### src/sv/vqe_pkg.sv
// ----------------------------------------------------------------------------
// vqe_pkg
// Shared types and constants of the vector quantization encoder: field
// widths, command and register codes, cell control and search token.
// ----------------------------------------------------------------------------
`default_nettype none

package vqe_pkg;

    // field widths
    localparam int IDX_W  = 8;
    localparam int POS_W  = 6;
    localparam int PIX_W  = 8;
    localparam int SUM_W  = 22;
    localparam int ENT_W  = 9;
    localparam int LEN_W  = 7;
    localparam int CFG_W  = 9;

    // largest distance a sum may hold, sums saturate here
    localparam logic [SUM_W-1:0] SUM_MAX = {SUM_W{1'b1}};

    // input word commands
    localparam logic CMD_WRITE = 1'b0;
    localparam logic CMD_PIXEL = 1'b1;

    // configuration register indexes
    localparam logic REG_CODEBOOK_ENTRIES = 1'b0;
    localparam logic REG_BLOCK_LENGTH     = 1'b1;

    // control state
    typedef enum logic [1:0] {
        ST_IDLE,
        ST_UPDATE,
        ST_SEARCH,
        ST_DRAIN
    } state_t;

    // broadcast from the controller to every cell
    typedef struct packed {
        logic             wr_en;
        logic [IDX_W-1:0] wr_entry;
        logic [PIX_W-1:0] wr_data;
        logic             rd_en;
        logic [POS_W-1:0] addr;
        logic             upd_en;
        logic             upd_clear;
        logic [PIX_W-1:0] upd_pixel;
    } cell_ctrl_t;

    // running best, handed from cell to cell
    typedef struct packed {
        logic             valid;
        logic [IDX_W-1:0] idx;
        logic [SUM_W-1:0] distance;
    } token_t;

endpackage

`default_nettype wire

### src/sv/vqe_ram.sv
// ----------------------------------------------------------------------------
// vqe_ram
// Generic single-write, single-read RAM with registered read data.
// ----------------------------------------------------------------------------
`default_nettype none

module vqe_ram #(
    parameter int WIDTH = 8,
    parameter int DEPTH = 64,
    parameter int AW    = (DEPTH > 1) ? $clog2(DEPTH) : 1
) (
    input  wire logic             aclk,
    input  wire logic             we,
    input  wire logic [AW-1:0]    waddr,
    input  wire logic [WIDTH-1:0] wdata,
    input  wire logic             re,
    input  wire logic [AW-1:0]    raddr,
    output logic      [WIDTH-1:0] rdata
);

    logic [WIDTH-1:0] mem_reg [0:DEPTH-1];
    logic [WIDTH-1:0] rdata_reg;

    // write port
    always_ff @(posedge aclk) begin
        if (we) begin
            mem_reg[waddr] <= wdata;
        end
    end

    // registered read port
    always_ff @(posedge aclk) begin
        if (re) begin
            rdata_reg <= mem_reg[raddr];
        end
    end

    assign rdata = rdata_reg;

endmodule

`default_nettype wire

### src/sv/vqe_cell.sv
// ----------------------------------------------------------------------------
// vqe_cell
// One codeword cell: holds the codeword in a small RAM and its running
// squared distance, and takes part in the nearest-codeword compare chain.
// ----------------------------------------------------------------------------
`default_nettype none

module vqe_cell #(
    parameter int CELL_ID   = 0,
    parameter int DIMENSION = 64
) (
    input  wire logic                aclk,
    input  wire logic                aresetn,
    input  wire logic                cell_active,
    input  wire vqe_pkg::cell_ctrl_t ctrl,
    input  wire vqe_pkg::token_t     tok_in,
    output vqe_pkg::token_t          tok_out
);
    import vqe_pkg::*;

    localparam int AW = (DIMENSION > 1) ? $clog2(DIMENSION) : 1;
    localparam logic [IDX_W-1:0] MY_IDX = IDX_W'(CELL_ID);

    logic [PIX_W-1:0] code_elem;
    logic [SUM_W-1:0] sum_reg, sum_next;
    logic [PIX_W-1:0] diff;
    logic [15:0]      sq;
    logic [SUM_W-1:0] base;
    logic [SUM_W:0]   total;
    logic             take;
    logic             tok_valid_reg;
    logic [IDX_W-1:0] tok_idx_reg, tok_idx_next;
    logic [SUM_W-1:0] tok_dist_reg, tok_dist_next;

    // codeword storage
    vqe_ram #(
        .WIDTH (PIX_W),
        .DEPTH (DIMENSION)
    ) u_ram (
        .aclk  (aclk),
        .we    (ctrl.wr_en && (ctrl.wr_entry == MY_IDX)),
        .waddr (AW'(ctrl.addr)),
        .wdata (ctrl.wr_data),
        .re    (ctrl.rd_en),
        .raddr (AW'(ctrl.addr)),
        .rdata (code_elem)
    );

    // squared difference and saturating accumulate
    always_comb begin
        diff  = (ctrl.upd_pixel > code_elem) ? (ctrl.upd_pixel - code_elem)
                                             : (code_elem - ctrl.upd_pixel);
        sq    = {8'b0, diff} * {8'b0, diff};
        base  = ctrl.upd_clear ? '0 : sum_reg;
        total = {1'b0, base} + {{(SUM_W + 1 - 16){1'b0}}, sq};
        sum_next = total[SUM_W] ? SUM_MAX : total[SUM_W-1:0];
    end

    always_ff @(posedge aclk) begin
        if (!aresetn) begin
            sum_reg <= '0;
        end else if (ctrl.upd_en) begin
            sum_reg <= sum_next;
        end
    end

    // compare against the best handed in, strict less keeps lowest index
    always_comb begin
        take          = cell_active && (sum_reg < tok_in.distance);
        tok_idx_next  = take ? MY_IDX  : tok_in.idx;
        tok_dist_next = take ? sum_reg : tok_in.distance;
    end

    always_ff @(posedge aclk) begin
        if (!aresetn) begin
            tok_valid_reg <= 1'b0;
        end else begin
            tok_valid_reg <= tok_in.valid;
        end
    end

    always_ff @(posedge aclk) begin
        if (tok_in.valid) begin
            tok_idx_reg  <= tok_idx_next;
            tok_dist_reg <= tok_dist_next;
        end
    end

    assign tok_out = '{valid: tok_valid_reg, idx: tok_idx_reg, distance: tok_dist_reg};

endmodule

`default_nettype wire

### config.mk
export PLATFORM = sky130hd
export DESIGN_NAME = vqe_cell
export DESIGN_NICKNAME = d
export VERILOG_FILES = /design/src/sv/vqe_pkg.sv /design/src/sv/vqe_ram.sv /design/src/sv/vqe_cell.sv
export SDC_FILE = /design/constraint.sdc
export NUM_CORES = 1
export LEC_CHECK = 0
export BUFFER_PORTS_ARGS = -buffer_cell sky130_fd_sc_hd__buf_2
export CAP_MARGIN = 15
export CORE_AREA = 3 3 245 247
export CTS_CLUSTER_SIZE = 24
export DETAILED_ROUTE_END_ITERATION = 10
export DIE_AREA = 0 0 248 250
export GPL_TIMING_DRIVEN = 1
export HOLD_SLACK_MARGIN = 0.08
export PLACE_DENSITY = 0.61
export SLEW_MARGIN = 40
export SYNTH_ARGS = -nofsm -noshare
export SYNTH_HDL_FRONTEND = slang
export SYNTH_SLANG_ARGS = --single-unit
### constraint.sdc
create_clock -name aclk -period 9.01 [get_ports aclk]
set_clock_uncertainty 0.05 [all_clocks]
set_input_delay 0.4505 -clock aclk [delete_from_list [all_inputs] [get_ports aclk]]
set_output_delay 0.4505 -clock aclk [all_outputs]
set_load 0.03 [all_outputs]
# Word-level counts from Yosys, hierarchy flattened
# Memory sizes are Yosys's and may differ from the RTL's. A register that Yosys moved wholly into a read port is not among the register bits.
# Cells that the tools add are included.
# op_classes
n_addsub	3
mul	1
n_lt_le_gt_ge	2
muxes	6
reduce_logical	3
# ops
op	count
$mux 22	3
$add 22x16->23	1
$lt 22x22->1	1
$mul 8x8->16	1
$sub 8x8->8	2
$gt 8x8->1	1
$logic_not 8->1	1
$mux 8	1
$logic_and 1x1->1	2
$mux 1	2
# word_totals
regBits	53
mem_bits_rw	512
out_inout_bits	31
wordCells	20
mem_count	1
# memory_table
name	words	word_bits	rd	rd_clocked_by_memory_dff	wr	line_no	rtl
u_ram.mem_reg	64	8	1	1	1	vqe_ram.sv:21	logic [WIDTH-1:0] mem_reg [0:DEPTH-1];

# Logic depth before layout (Yosys ltp)
# Gate-level depths: netlist of the first run.
# logic_depth
word_depth	5
ltp_mapped	28

# By module
# A second synthesis of the first run with hierarchy kept.
# hier_totals
cells_unflattened	1667
area_unflattened_um2	26618.0
# by_module_without_submodules
mod	instances	cells_per_inst	area_per_inst_um2	seq_area_each_um2
vqe_ram	1	940	20246.9	15615.0
vqe_cell	1	727	6371.1	1361.3

# Worst setup path before layout of the first run
# OpenSTA, ideal clock, no wires.
# synth_timing
path_kind	input -> register
from	input port ctrl[0] in the netlist's numbering
to	register sum_reg[10]
setup_time_ns	0.070
arrival_ns	6.413
t_required_ns	8.890
path_slack_ns	2.478
cell_stages	27
path_buffers	1
path_cell_list	inv_1 ha_1 inv_1 fa_1 a21o_1 a21o_1 a211oi_4 nor2_4 mux2i_4 xnor2_2 nor2_1 ha_1 xor2_1 fa_1 fa_1 inv_1 fa_1 inv_1 ha_1 nand2_1 o21ai_0 nand3_1 o21a_1 o31a_1 o21a_1 buf_2 a21oi_1
# synth_between
elab_chain_len	5
# synth_lines
element	line_no	rtl
start, declared	vqe_cell.sv:15	input wire vqe_pkg::cell_ctrl_t ctrl,
$sub 8x8->8 (tied with other cells)	vqe_cell.sv:52	: (code_elem - ctrl.upd_pixel);
$mux 8 (*)	vqe_cell.sv:51	diff = (ctrl.upd_pixel > code_elem) ? (ctrl.upd_pixel - code_elem)
$mul 8x8->16 (*)	vqe_cell.sv:53	sq = {8'b0, diff} * {8'b0, diff};
$add 22x16->23 (*)	vqe_cell.sv:55	total = {1'b0, base} + {{(SUM_W + 1 - 16){1'b0}}, sq};
$mux 22 (*)	vqe_cell.sv:56	sum_next = total[SUM_W] ? SUM_MAX : total[SUM_W-1:0];
end signal, assigned	vqe_cell.sv:63	sum_reg <= sum_next;
end, declared	vqe_cell.sv:25	logic [SUM_W-1:0] sum_reg, sum_next;
# Every way passes the cells marked *; elsewhere a longest branch is shown, timed or not.
# A chain may end at the register's enable or synchronous reset.

# Worst setup path in the final report of the first run
# layout_timing
from	register u_ram.rdata_reg[0], in the netlist u_ram.rdata[0], read port of u_ram.mem_reg
to	register sum_reg[11]
# layout_between
elab_chain_len	5
# layout_lines
element	line_no	rtl
start, declared	vqe_ram.sv:22	logic [WIDTH-1:0] rdata_reg;
$sub 8x8->8 (tied with other cells)	vqe_cell.sv:52	
$mux 8 (*)	vqe_cell.sv:51	
$mul 8x8->16 (*)	vqe_cell.sv:53	
$add 22x16->23 (*)	vqe_cell.sv:55	
$mux 22 (*)	vqe_cell.sv:56	
# Marked as above.

==> results of run 1 <==
-- cell type report --
class	count	area, um2	share of cell area
sequential	573	17000	0.575
multi-input combinational	940	8280	0.280
clock buffer	76	1560	0.0529
tap	765	957	0.0324
timing repair buffer	148	940	0.0318
clock inverter	34	418	0.0141
inverter	108	405	0.0137
-- cells by family (layout without fill, tap and decap cells) --
group                      after synthesis  count (layout)  share of synthesized area
xor gates and xnor gates                20              20                    0.00704
muxes                                  157             157                     0.0866
buffers and inverters                  196             366                     0.0324
AOI/OAI and AO/OA                      342             342                     0.0949
DFF                                    573             573                      0.654
adders and majority gates              118             118                     0.0681
and+or+nand+nor                        303             303                     0.0571
-- Yosys cell counts (4+ instances only) --
cell type | instances | area, um2
clkbuf_1 | 40 | 150
o22ai_1 | 23 | 144
mux2_2 | 71 | 800
o221a_2 | 9 | 101
nand4_1 | 7 | 43.8
a22oi_1 | 42 | 315
xnor2_1 | 9 | 78.8
a221o_1 | 5 | 50.1
nor4_1 | 4 | 25.0
fa_1 | 39 | 781
or2_2 | 6 | 37.5
ha_1 | 79 | 988
o21ai_0 | 36 | 180
or2_1 | 4 | 25.0
nand3_1 | 11 | 55.1
a31oi_1 | 10 | 62.6
a211oi_1 | 4 | 30.0
a22o_1 | 14 | 123
nand3b_1 | 4 | 30.0
nor3_1 | 12 | 60.1
dfxtp_1 | 23 | 460
a21oi_1 | 65 | 325
edfxtp_1 | 550 | 16500
or3_1 | 4 | 25.0
o21a_1 | 11 | 82.6
a221oi_1 | 55 | 482
o31a_1 | 5 | 43.8
buf_4 | 12 | 90.1
nor2_1 | 139 | 522
mux4_2 | 46 | 1040
buf_2 | 30 | 150
nor2b_1 | 39 | 244
nand2b_1 | 10 | 62.6
xor2_1 | 10 | 87.6
mux2i_1 | 39 | 390
inv_1 | 108 | 405
nand2_1 | 38 | 143
a21o_1 | 17 | 128
o22a_1 | 8 | 70.1
and2_1 | 4 | 25.0
or4_1 | 6 | 45.0
o211ai_1 | 9 | 67.6
-- critical path, stage by stage, from the launching register on --
cell and delay, ps:
edfxtp_1 360, ha_1 180, inv_1 50, fa_1 390, a21o_1 190, a21o_1 240, a211oi_4 430, nor2_4 110
mux2i_4 220, xnor2_2 410, nor2_1 140, fa_1 530, inv_1 70, fa_1 510, inv_1 50, ha_1 270
inv_1 50, fa_1 590, inv_1 60, ha_1 300, a211oi_1 380, o211ai_1 190, nand3_1 190, o21a_1 160
o31a_1 260, o21a_1 440, a21oi_1 150
-- power by group --
| group | switching, uW | internal (uW) | total (uW) |
|---|---|---|---|
| Clock | 1040 | 1440 | 2470 |
| Combinational | 1690 | 1220 | 2910 |
| Sequential | 37.5 | 2970 | 3010 |
-- timing repair --
action / 4_1_cts / 5_1_grt
setup buffers: 0 / 0
endpoints found under the hold margin: 21 / 0
hold buffers: 21 / 0
-- worst max path at each step --
| stage | end | slack, ps | depth (start not counted) |
|---|---|---|---|
| 6_report | sum_reg[11] | 1890 | 26 |
| 5_1_grt | sum_reg[11] | 1380 | 26 |
| 4_1_cts | sum_reg[11] | 1910 | 26 |
| 3_5_place_dp | sum_reg[11] | 1700 | 28 |
| 3_3_place_gp | sum_reg[21] | 1890 | 27 |
| 2_1_floorplan | sum_reg[10] | 2480 | 27 |
-- metrics by stage --
stage	cell area, um2	setup WS [ps]	instances	utilization	total power (uW)
3_3_place_gp	27200	1890	2511	0.471	5930
5_1_grt	29500	1380	2644	0.511	8950
2_1_floorplan	26000	2480	1709	-	5310
4_1_cts	29500	1910	2643	0.510	8450
6_report	29500	1890	2644	0.511	8400
3_5_place_dp	27300	1700	2512	0.472	5960
-- per-layer routing --
layer,global-route usage,part of all wire,up-vias
met5,0,0.00020,-
met4,0.0592,0.025,2
met3,0.0393,0.078,122
met2,0.333,0.48,634
met1,0.291,0.42,7793
li1,-,-,6867
-- placed cells by master (no fill, tap or decap), types with 10 or more instances in the layout --
cell and instances:
edfxtp_1 550, inv_1 108, buf_2 94, nor2_1 88
ha_1 79, mux2_2 71, a21oi_1 65, clkbuf_16 60
a221oi_1 55, nor2_2 52, mux4_2 46, a22oi_1 42
mux2i_1 39, fa_1 39, nand2_1 38, nor2b_1 37
o21ai_0 36, buf_4 30, o22ai_1 23, dfxtp_1 23
dlygate4sd3_1 21, a21o_1 17, clkbuf_1 16, a22o_1 14
nor3_1 12, clkinv_2 12, nand3_1 11, nand2b_1 10
a31oi_1 10, o21a_1 10, xor2_1 10
==> metrics, run 1 <==
input/output buffers=between 90 and 100; Die H=~250 um; die area=around 62000 um2; period utilization=0.790; Detailed Route WL=around 65000 um; CP Data Arrival Time=~7600 ps; reg2reg path depth=26; Hold Crit Class=in -> reg; worst hold endpoint=tok_idx_reg[1]; clock sink count=approximately 570; Bufs on Longest Clock Path=3; GRT Residual Overflow=0; H-tree depth=2; gr usage total=0.208; synth unique cells=slightly above 70; FF-to-FF End=sum_reg[11]; Mapped Area=between 20000 and 30000 um2; layout cells sized above 1=0.221; RR Startpoint=u_ram.rdata[0]; Peak VDD IR=about 0.00043 V; Hold Startpoint=tok_in[23]; Site Rows=between 80 and 90; Slew @ Worst Pin=869 ps; final net count=roughly 2000; largest net degree at the start of global routing=65; global-route wire length before repair=97400 um; final worst path period need=roughly 7100 ps; f_max=0.140 GHz; Final setup violation count=0; Initial Utilization=0.449; flop-to-flop setup slack=roughly 1900 ps; initial antenna violation count=1; area delta synth->final=13.8%; EDFF count, synth=550; startpoint types=flop; syn_nets=around 1900; share of flip-flops with an asynchronous set or reset=0; max FFs per register=about 500; RSZ-0062 raised after global routing=false; post-DP HPWL=about 40000 um; core area=57800 um2; post-CTS resize count=0; Slew HR=0.419; synthesized area per cell=about 15 um2; 1st-iter DRT viols=1600; Critical Path Sink Type=flop; IO Pins=a little under 100; flops & latches, synth=~570; leak pwr=0.0104 uW; Ys Warns=0; DR pass1 iterations=5; hold depth=2; routed via count=roughly 15000; DRC Markers=0; Syn Inst Count=1709; Seq/Total Area, Yosys=0.654; Root Buffer Master=clkbuf_16; Critical Path Fanout Max=12; power per cell area=284 nW/um2; setup TNS=0 ps; kind of critical path=reg -> reg; CP startpoint=u_ram.rdata[0]; final slew viol count=0; Fin Hold WS=approximately 100 ps; clock tree from TritonCTS=done; max_cap viols=0; # diodes=0; WL per Instance=24.4 um; Fillers=between 4000 and 5000; vias per cell=roughly 5.8; Clock transition at path regs=around 60 ps; GP Congestion=between 0.8 and 0.9; cts bufs inserted=60; final hold violations=0; Req. time, crit path=roughly 9400 ps; outcome=finished clean; worst skew pair latency=640 ps; die width=roughly 250 um; vias in the first global route=between 15000 and 20000; post-route ant nets=0; prevailing post-synth register cell=edfxtp_1
Power figures use the tool's default switching activity.
==> inputs of run 2 (changes only) <==
--- a/config.mk
+++ b/config.mk
@@ -5,12 +5,13 @@
 export SDC_FILE = /design/constraint.sdc
 export NUM_CORES = 1
 export LEC_CHECK = 0
+export ABC_AREA = 1
 export BUFFER_PORTS_ARGS = -buffer_cell sky130_fd_sc_hd__buf_2
 export CAP_MARGIN = 15
-export CORE_AREA = 3 3 245 247
+export CORE_AREA = 3 3 250 252
 export CTS_CLUSTER_SIZE = 24
 export DETAILED_ROUTE_END_ITERATION = 10
-export DIE_AREA = 0 0 248 250
+export DIE_AREA = 0 0 253 255
 export GPL_TIMING_DRIVEN = 1
 export HOLD_SLACK_MARGIN = 0.08
 export PLACE_DENSITY = 0.61
==> constraint.sdc (replaced) <==
create_clock -name aclk -period 6.8 [get_ports aclk]
set_clock_uncertainty 0.05 [all_clocks]
set_input_delay 0.34 -clock aclk [delete_from_list [all_inputs] [get_ports aclk]]
set_output_delay 0.34 -clock aclk [all_outputs]
set_load 0.03 [all_outputs]
==> metrics, run 2 <==
1st-iter DRT viols=around 1800; die area=64500 um2; Yosys top cell by area=edfxtp_1; vias in the first global route=18300; FF-to-FF End=sum_reg[21]; DR pass1 iterations=5; DRC Markers=0; Finished Core Util=0.506; layout cells sized above 1=0.105; synth unique cells=46; most common cell after layout, fill and taps aside=nand2_1; Critical Path Sink Type=flop; f_max=between 0.15 and 0.2 GHz; routed via count=around 19000; worst skew pair latency=650 ps; H-tree depth=2; Hold Crit Class=in -> reg; max_cap viols=0; Max stage delay cell, worst path=fa_1; Net Switching=between 4000 and 5000 uW; Slew @ Worst Pin=slightly below 900 ps; initial antenna violation count=0; clock sink count=about 570; worst hold endpoint=sum_reg[1]; commonest non-fill, non-tap cells in the layout=876 x nand2_1, 550 x edfxtp_1, 213 x inv_1, 162 x a21oi_1, 162 x nor2_1; Final setup violation count=0; Clock transition at path regs=~70 ps; Slew HR=0.411; Req. time, crit path=between 7000 and 8000 ps; Most common cell on crit path=nand2_1; GP Congestion=approximately 0.86; Switching Share=0.384; flops & latches, synth=about 570; # diodes=0; WL per Instance=about 20 um; area share of the largest cell type after synthesis=0.610; startpoint types=flop; post-DP HPWL=43000 um; count leader, synth=nand2_1; Finished Layout Cells=~3500; Fillers=5325; clock tree from TritonCTS=done; most frequent cells after synthesis=876 x nand2_1, 550 x edfxtp_1, 213 x inv_1; Syn Inst Count=approximately 2600; Peak VDD IR=between 0.0007 and 0.0008 V; core area=a little over 60000 um2; Root Buffer Master=clkbuf_16; CP Data Arrival Time=roughly 6200 ps; Hold Startpoint=ctrl[9]; largest net degree at the start of global routing=between 80 and 90; syn_nets=roughly 2700; Mapped Area=27100 um2; IO Pins=a little under 100; power per cell area=about 410 nW/um2; RR Startpoint=u_ram.rdata[0]; leak pwr=around 0.012 uW; global-route wire length before repair=between 100000 and 150000 um; hold depth=3; RSZ-0062 raised after global routing=false; Critical Path Fanout Max=15; Die H=255 um; reg2reg path depth=31; post-route ant nets=0; setup TNS=0 ps; kind of critical path=reg -> reg; cts bufs inserted=between 50 and 60; input/output buffers=just under 100; final slew viol count=0; Int Pwr=about 7700 uW; Ys Warns=0; sequential power share=0.320; max FFs per register=roughly 510; Seq/Total Area, Yosys=0.627; Combinational Power Share=0.419; vias per cell=~5.3; Synth area leaders=edfxtp_1 61%, nand2_1 12%, ha_1 3.6%; share of flip-flops with an asynchronous set or reset=0; Initial Utilization=0.449; Site Rows=90; synthesized area per cell=~11 um2; placed insts=3370; final net count=2867; post-CTS resize count=0; clock power share=0.260; EDFF count, synth=550; GRT Residual Overflow=0; period utilization=0.846; Bufs on Longest Clock Path=3; Detailed Route WL=around 71000 um; die width=between 200 and 300 um; final worst path period need=about 5700 ps; Multi-input gate area=about 8800 um2; flop-to-flop setup slack=between 1000 and 1500 ps; gr usage total=0.219; final hold violations=0; register area=17000 um2; Largest stage delay, worst path=approximately 550 ps; outcome=finished clean; prevailing post-synth register cell=edfxtp_1; area delta synth->final=12.8%
run 2: cell count changes in the layout (fill, tap and decap cells not counted), moves of 55 or more:
cell	delta
a221oi_1	-55
nand2_1	+838
nor2_1	+74
nand4_1	+59
inv_1	+105
a21oi_1	+97
mux2_2	-71
run 2: worst max-delay path: cells and delay by family (launching register included):
family	cells	cell delay, ps
adder cells (fa/ha/maj)	7	2840
AND/OR/NAND/NOR	15	1540
buffers and inverters	8	720
flip-flops	1	350
AO/OA/AOI/OAI	1	100
run 2: what timing repair did:
action | 4_1_cts | 5_1_grt
hold endpoints to repair | 53 | 0
hold buffers | 32 | 0
buffers inserted | 0 | 0
run 2: layout make-up:
class / instances / share of cell area
clock buffer: 74 / 0.0502
clock inverter: 27 / 0.0126
inverter: 230 / 0.0286
multi-input combinational: 1660 / 0.288
sequential: 573 / 0.555
tap: 782 / 0.0320
timing repair buffer: 157 / 0.0334
run 2: logic make-up after synthesis:
kind of cell / after synthesis / share of synthesized area
buffers and inverters: 321 / 0.0504
flip-flops: 573 / 0.627
AND/OR/NAND/NOR: 1242 / 0.196
XOR/XNOR: 19 / 0.00614
adder cells (fa/ha/maj): 118 / 0.0653
AO/OA/AOI/OAI: 281 / 0.0554
run 2: worst max-delay path by stage:
stage	slack, ps	start	depth (start not counted)	to
2_1_floorplan	1460	ctrl[0]	33	sum_reg[5]
4_1_cts	1040	u_ram.rdata[0]	31	sum_reg[4]
3_5_place_dp	920	ctrl[0]	33	sum_reg[21]
6_report	1050	u_ram.rdata[0]	31	sum_reg[21]
5_1_grt	620	u_ram.rdata[2]	30	sum_reg[21]
3_3_place_gp	1010	ctrl[0]	33	sum_reg[16]
run 2: layer usage:
metal	share of wire	vias up	track usage
met3	0.073	124	0.0371
met5	0	-	0
met2	0.45	643	0.344
met1	0.45	9134	0.317
li1	-	8828	-
met4	0.025	0	0.0588
run 2: power groups by stage:
stage | Clock, uW | Combinational (uW) | Sequential (uW)
final | 3250 | 5240 | 4000
after global routing | 3450 | 6010 | 4010
after CTS | 3310 | 5230 | 4000
after detailed placement | 0 | 5170 | 4080
after global placement | 0 | 5090 | 4070
after floorplan | 0 | 3940 | 4090
run 2: per-stage QoR:
stage	worst slack (ps)	hold WS (ps)	power, uW	cell area (um2)
after floorplan	1460	388	8030	27100
after global placement	1010	485	9160	28300
after detailed placement	920	494	9250	28300
after CTS	1040	146	12500	30500
after global routing	616	206	13500	30600
final	1050	188	12500	30600
